--- src/rtl/dsvm_pkg.sv ---
// Shared types and constants for the dual-stack word machine core.
// Depends on nothing; imported by every module of the block.
package dsvm_pkg;

  localparam int MEM_CELLS_DEF  = 16384;
  localparam int DATA_DEPTH_DEF = 256;
  localparam int RET_DEPTH_DEF  = 256;
  localparam int INQ_DEPTH_DEF  = 64;

  // request kinds carried on the input tuser
  typedef enum logic [1:0] {
    REQ_LOAD  = 2'd0,
    REQ_START = 2'd1,
    REQ_STEP  = 2'd2,
    REQ_QUEUE = 2'd3
  } req_t;

  // opcodes
  localparam logic [7:0] OP_NOP   = 8'd0;
  localparam logic [7:0] OP_LIT   = 8'd1;
  localparam logic [7:0] OP_DUP   = 8'd2;
  localparam logic [7:0] OP_DROP  = 8'd3;
  localparam logic [7:0] OP_SWAP  = 8'd4;
  localparam logic [7:0] OP_PUSH  = 8'd5;
  localparam logic [7:0] OP_POP   = 8'd6;
  localparam logic [7:0] OP_JUMP  = 8'd7;
  localparam logic [7:0] OP_CALL  = 8'd8;
  localparam logic [7:0] OP_CCALL = 8'd9;
  localparam logic [7:0] OP_RET   = 8'd10;
  localparam logic [7:0] OP_EQ    = 8'd11;
  localparam logic [7:0] OP_NE    = 8'd12;
  localparam logic [7:0] OP_LT    = 8'd13;
  localparam logic [7:0] OP_GT    = 8'd14;
  localparam logic [7:0] OP_FETCH = 8'd15;
  localparam logic [7:0] OP_STORE = 8'd16;
  localparam logic [7:0] OP_ADD   = 8'd17;
  localparam logic [7:0] OP_SUB   = 8'd18;
  localparam logic [7:0] OP_MUL   = 8'd19;
  localparam logic [7:0] OP_DIVM  = 8'd20;
  localparam logic [7:0] OP_AND   = 8'd21;
  localparam logic [7:0] OP_OR    = 8'd22;
  localparam logic [7:0] OP_XOR   = 8'd23;
  localparam logic [7:0] OP_SHIFT = 8'd24;
  localparam logic [7:0] OP_ZRET  = 8'd25;
  localparam logic [7:0] OP_HALT  = 8'd26;
  localparam logic [7:0] OP_IOENUM = 8'd27;
  localparam logic [7:0] OP_IOQRY = 8'd28;
  localparam logic [7:0] OP_IOACT = 8'd29;

  // I/O device numbers
  localparam logic [63:0] DEV_CHAR_OUT = 64'd0;
  localparam logic [63:0] DEV_CHAR_IN  = 64'd1;
  localparam logic [63:0] DEV_COUNT    = 64'd2;

  localparam logic [63:0] CELL_LOW  = 64'h8000_0000_0000_0001;
  localparam logic [63:0] CELL_HIGH = 64'h7FFF_FFFF_FFFF_FFFE;
  localparam logic [63:0] ALL_ONES  = 64'hFFFF_FFFF_FFFF_FFFF;

  typedef struct packed {
    logic accept;
    logic clear_step;
    logic do_req;
    logic word_rd;
    logic word_lat;
    logic op_rd;
    logic mem_rd;
    logic arith_go;
    logic exec;
    logic wr2;
    logic emit;
    logic next_slot;
    logic bundle_end;
    logic status;
  } dsvm_cmd_t;

  typedef struct packed {
    logic clear_last;
    logic running;
    logic need_mem;
    logic need_arith;
    logic arith_busy;
    logic emit_pend;
    logic stop_pend;
    logic last_slot;
    logic slot_free;
  } dsvm_sts_t;

endpackage

--- src/rtl/dsvm_ctrl.sv ---
// Sequencer of the word machine: walks requests, bundles and opcodes and
// drives the datapath through command and status structs. Uses dsvm_pkg.
module dsvm_ctrl (
  input  logic                clk,
  input  logic                rst,
  input  logic                s_tvalid,
  input  logic [1:0]          req_type,
  output logic                s_tready,
  output dsvm_pkg::dsvm_cmd_t cmd,
  input  dsvm_pkg::dsvm_sts_t sts
);
  import dsvm_pkg::*;

  typedef enum logic [3:0] {
    S_CLEAR, S_IDLE, S_DO, S_FETCH, S_WORD, S_OPRD, S_OPDEC, S_ARITH,
    S_EXEC, S_POST, S_EMIT, S_BEND, S_STATUS
  } state_t;

  state_t state;
  state_t state_next;
  logic   done_op;

  always_comb begin
    cmd        = '0;
    state_next = state;
    s_tready   = (state == S_IDLE);
    done_op    = sts.stop_pend || sts.last_slot;
    case (state)
      S_CLEAR: begin
        cmd.clear_step = 1'b1;
        if (sts.clear_last) state_next = S_IDLE;
      end
      S_IDLE: begin
        if (s_tvalid) begin
          cmd.accept = 1'b1;
          if (req_t'(req_type) != REQ_STEP) state_next = S_DO;
          else if (sts.running)             state_next = S_FETCH;
          else                              state_next = S_STATUS;
        end
      end
      S_DO: begin
        cmd.do_req = 1'b1;
        state_next = S_STATUS;
      end
      S_FETCH: begin
        cmd.word_rd = 1'b1;
        state_next  = S_WORD;
      end
      S_WORD: begin
        cmd.word_lat = 1'b1;
        state_next   = S_OPRD;
      end
      S_OPRD: begin
        cmd.op_rd  = 1'b1;
        state_next = S_OPDEC;
      end
      S_OPDEC: begin
        if (sts.need_arith) begin
          cmd.arith_go = 1'b1;
          state_next   = S_ARITH;
        end else begin
          cmd.mem_rd = sts.need_mem;
          state_next = S_EXEC;
        end
      end
      S_ARITH: begin
        if (!sts.arith_busy) state_next = S_EXEC;
      end
      S_EXEC: begin
        cmd.exec   = 1'b1;
        state_next = S_POST;
      end
      S_POST: begin
        cmd.wr2 = 1'b1;
        if (sts.emit_pend) state_next = S_EMIT;
        else if (done_op)  state_next = S_BEND;
        else begin
          cmd.next_slot = 1'b1;
          state_next    = S_OPRD;
        end
      end
      S_EMIT: begin
        if (sts.slot_free) begin
          cmd.emit = 1'b1;
          if (done_op) state_next = S_BEND;
          else begin
            cmd.next_slot = 1'b1;
            state_next    = S_OPRD;
          end
        end
      end
      S_BEND: begin
        cmd.bundle_end = 1'b1;
        state_next     = S_STATUS;
      end
      S_STATUS: begin
        if (sts.slot_free) begin
          cmd.status = 1'b1;
          state_next = S_IDLE;
        end
      end
      default: state_next = S_IDLE;
    endcase
  end

  always_ff @(posedge clk) begin
    if (rst) state <= S_CLEAR;
    else     state <= state_next;
  end

  a_exec_after_arith: assert property (@(posedge clk) disable iff (rst)
    cmd.exec |-> !sts.arith_busy) else $error("opcode executed while arithmetic busy");
  a_emit_room: assert property (@(posedge clk) disable iff (rst)
    cmd.emit |-> sts.slot_free) else $error("character loaded over a held result");
  a_status_room: assert property (@(posedge clk) disable iff (rst)
    cmd.status |-> sts.slot_free) else $error("status loaded over a held result");
  a_one_action: assert property (@(posedge clk) disable iff (rst)
    $onehot0({cmd.do_req, cmd.exec, cmd.emit, cmd.status, cmd.bundle_end}))
    else $error("conflicting datapath commands");

endmodule

--- config.mk ---
export PLATFORM = sky130hd
export DESIGN_NAME = dsvm_ctrl
export DESIGN_NICKNAME = d
export VERILOG_FILES = /design/src/rtl/dsvm_pkg.sv /design/src/rtl/dsvm_ctrl.sv
export SDC_FILE = /design/constraint.sdc
export NUM_CORES = 1
export LEC_CHECK = 0
export CAP_MARGIN = 20
export CORE_AREA = 2 2 39 41
export CTS_CLUSTER_SIZE = 14
export DETAILED_ROUTE_END_ITERATION = 10
export DIE_AREA = 0 0 41 43
export DONT_BUFFER_PORTS = 1
export SETUP_SLACK_MARGIN = 0.1
export SYNTH_ARGS = -nofsm -noshare
export SYNTH_HDL_FRONTEND = slang
export SYNTH_SLANG_ARGS = --single-unit
--- constraint.sdc ---
create_clock -name clk -period 2.6 [get_ports clk]
set_input_delay 0.52 -clock clk [delete_from_list [all_inputs] [get_ports clk]]
set_output_delay 0.52 -clock clk [all_outputs]
set_load 0.02 [all_outputs]
==> impl_summary.txt <==
----------------------------------------------------
[Setup path]
  Category of the critical setup timing path ... flip-flop to output pin
  Setup crit end kind ... output pin
  CP Cell Sequence ... nor2b_1 > nand2_1 > a21oi_1
  Slowest stage cell, crit path ... sky130_fd_sc_hd__dfxtp_1
  Worst endpoint data arrival time ... 1.82 ns
  Biggest cell delay along the critical path ... 0.77 ns
  Required arrival time at the worst endpoint ... 2.08 ns
  Kind of start point of the critical path ... flip-flop
  Critical path fanouts, max ... 25
  Number of buffers and inverters on the critical path ... 0
  Kind of cell adding the most delay to the critical path ... flip-flops

[CTS]
  Cts bufs inserted ... 3
  Post-CTS Setup Inserts ... 0
  Root buffer cell ... sky130_fd_sc_hd__clkbuf_4
  CTS tree ... built
  Clock H-tree levels ... 1
  Clock buffer depth ... 2
  CTS clk-pin slew, worst paths ... 0.04 ns
  Count of hold buffers inserted by post-cts repair ... 0
  Clock network latency to the later pin of the worst-skew pair ... 0.24 ns
  Count of instances resized after the clock tree is built ... 0
  Clock net sink count ... 4

[Yosys]
  Yosys warns ... 0
  Top cell type by total area after synthesis ... sky130_fd_sc_hd__dfxtp_1
  Yosys reg bits ... 4
  Most used flip-flop cell after synthesis ... sky130_fd_sc_hd__dfxtp_1
  Cells after Synth ... 92
  Post-synth EDFFs ... 0
  Netlist cell types ... 39
  Fraction of synthesis flops using an asynchronous set or reset pin ... 0
  Avg Cell Area, Syn ... 7.17 um^2
  Seq/Total Area, Yosys ... 0.121
  Share of the synthesized area in the top cell type ... 0.121
  Cell area after synthesis ... 659 um^2
  Synthesized Nets ... 106
  Synth area leaders ... sky130_fd_sc_hd__dfxtp_1 12%, sky130_fd_sc_hd__nor2b_1 6.6%, sky130_fd_sc_hd__nor4b_1 6.6%

[Final layout]
  Ratio of cells with drive above 1 in the final layout ... 0.141
  Largest Register ... state
  Post-layout utilization of the core ... 0.505
  Area Growth Syn to Fin ... 5.88%
  Number of fill cells in the layout ... 143
  Number of flip-flops under the largest register name ... 4
  Number of antenna cells inserted ... 0
  Largest registers in the final layout ... state: 4 flops
  NumNets Final ... 108
  Layout Cell Area excl Fill ... 698 um^2

[Drt]
  DRC violations left ... 0
  Final WL ... 1.63 mm
  Total number of vias ... 704
  Average wire length per cell after detail routing ... 15.1 um
  Antenna viol nets, final ... 0
  Iteration count of the initial detailed-routing pass ... 5
  Number of design-rule violations left by the first detailed-router iteration ... 13
  Number of vias per cell after detailed routing ... 6.52

[STA]
  Fraction of the cycle the final worst path needs ... 0.899
  Slew at the pin closest to its max-slew limit ... 0.978 ns
  Final count of pins violating max slew ... 0
  RSZ-0062 raised after global routing ... no
  Maximum achievable frequency ... 428 MHz
  Clock Skew ... 0.000221 ns
  Setup Total Neg Slack ... 0 ns
  Clock period minus final worst setup slack ... 2.34 ns
  Relative slew slack ... 0.342
  Final setup violating endpoints ... 0
  Final Hold Fails ... 0

[Die]
  Starting Density ... 0.476
  Chip Width ... 41 um
  Overall die height ... 43 um
  FP Rows ... 14
  Core Area ... 0.00138 mm^2
  Die area ... 0.00176 mm^2
  Ports placed on the boundary ... 29

[Power]
  Seq pwr share ... 0.296
  Clock network fraction of total power ... 0.253
  Combinational Power Share ... 0.451
  Tot Pwr ... 0.323 mW
  Internal portion of total power ... 0.186 mW
  Leakage power of the design ... 0.230 nW
  Switching fraction of total power ... 0.425
  Power density cells ... 463 mW/mm^2
  Maximum vdd ir drop ... 0.000308 V
  Power dissipated by switching net loads ... 0.137 mW

[GRT]
  Met2 GRT Util ... 0.284
  Antenna violations before repair ... 0
  Global Route Usage Sum ... 0.209
  Met3 track utilization from global routing ... 0.0262
  Via count of the first global-routing pass ... 572
  Layer with the highest usage after global routing ... met2
  Global route total overflow ... 0
  Global-route wire length before repair ... 2.49 mm
  Largest net degree at the start of global routing ... 27
  Met1 Resource Use GR ... 0.282

[Placed design]
  Final GP Congestion ... 0.674
  DPL Wire Length ... 1.14 mm
  Placement-stage cell area ... 676 um^2
  Count of input and output buffers ... 0

[Status]
  Run status ... finished, final reports clean

[Min path]
  Class of the tightest hold or removal check ... input pin to flip-flop

[Run]
  Number of max-capacitance violations reported ... 0

----------------------------------------------------
## worst register-to-register path: cells and delay by family, from the launching register on
family | cells | cell delay (ns)
AO/OA/AOI/OAI | 2 | 0.47
flip-flops | 1 | 0.84
AND/OR/NAND/NOR | 2 | 0.68
## synth_stat cells (all sizes together), types with 3 or more instances
library cell / count
a21oi: 7
nor3: 5
o21ai: 5
nor2: 7
dfxtp: 4
nor2b: 7
nor4b: 6
nand2b: 5
buf: 10
nand2: 3
a211oi: 4
and4b: 3
## power groups by stage
stage,registers [mW],clock network (mW),logic [mW]
floorplan,0.0716,0,0.145
global route,0.0988,0.0855,0.159
detailed placement,0.0956,0,0.145
finish,0.0956,0.0818,0.146
global placement,0.0958,0,0.144
CTS,0.0940,0.0874,0.146
## layer usage
layer	wire, um	share of wire
met5	0	0
met4	44	0.027
met1	764	0.47
met3	109	0.067
met2	710	0.44
## kinds of logic (layout without fill, tap and decap cells)
group	count (synthesis)	after routing	share of synthesized area
compound gates	27	27	0.285
flops	4	4	0.121
buf+inv	12	12	0.0968
simple gates	48	48	0.484
xor+xnor	1	1	0.0133
## path summary, 6_finish.rpt
| check | from | end | cells after the start | slack, ns |
|---|---|---|---|---|
| hold / removal | rst | state[2] | 1 | 0.35 |
| hold reg to reg | state[2] | state[2] | 2 | 0.73 |
| setup / recovery | state[3] | cmd[2] | 3 | 0.26 |
| setup reg to reg | state[1] | state[0] | 4 | 0.51 |
## cells in the final DEF (no fill, tap or decap)
cell type,netlist,layout
sky130_fd_sc_hd__nor4b_2,1,1
sky130_fd_sc_hd__a21o_1,1,1
sky130_fd_sc_hd__o21a_1,1,1
sky130_fd_sc_hd__nand2_1,3,3
sky130_fd_sc_hd__nand4_1,1,1
sky130_fd_sc_hd__nor2b_1,7,7
sky130_fd_sc_hd__a32oi_1,2,2
sky130_fd_sc_hd__nor3b_1,1,1
sky130_fd_sc_hd__nor2_1,7,7
sky130_fd_sc_hd__nor4_1,2,2
sky130_fd_sc_hd__a21oi_1,7,7
sky130_fd_sc_hd__or4_4,1,1
sky130_fd_sc_hd__or4b_2,1,1
sky130_fd_sc_hd__buf_4,1,7
sky130_fd_sc_hd__o221a_1,1,1
sky130_fd_sc_hd__nor4b_1,5,5
sky130_fd_sc_hd__o31ai_1,1,1
sky130_fd_sc_hd__nor4bb_1,2,2
sky130_fd_sc_hd__and4b_1,3,3
sky130_fd_sc_hd__o21ai_1,1,1
sky130_fd_sc_hd__o2111a_1,1,1
sky130_fd_sc_hd__nand2b_1,5,5
sky130_fd_sc_hd__o22ai_1,1,1
sky130_fd_sc_hd__a211oi_1,4,4
sky130_fd_sc_hd__nor3_1,5,5
sky130_fd_sc_hd__o32ai_1,1,1
sky130_fd_sc_hd__a311o_1,1,1
sky130_fd_sc_hd__nand3b_1,1,1
sky130_fd_sc_hd__nand3_1,1,1
sky130_fd_sc_hd__o21ai_0,4,4
sky130_fd_sc_hd__xnor2_1,1,1
sky130_fd_sc_hd__inv_1,2,2
sky130_fd_sc_hd__a21bo_1,1,1
sky130_fd_sc_hd__and2_1,1,1
sky130_fd_sc_hd__clkbuf_4,0,3
sky130_fd_sc_hd__and3_1,1,1
sky130_fd_sc_hd__dfxtp_1,4,4
## cell type report
class / count / area, um^2 / share of cell area
inverters: 2 / 7.51 / 0.0108
repair buffers: 7 / 52.6 / 0.0753
clock buffers: 3 / 22.5 / 0.0323
multi-input cells: 76 / 515 / 0.738
well taps: 16 / 20.0 / 0.0287
flip-flops and latches: 4 / 80.1 / 0.115
## stage by stage
step	worst slack (ns)	hold WS, ns	cells
global placement	0.506	0.594	105
finish	0.262	0.347	108
global route	0.147	0.347	108
floorplan	0.392	0.593	92
CTS	0.256	0.335	108
detailed placement	0.527	0.597	105
(Power assumes the default switching activity.)
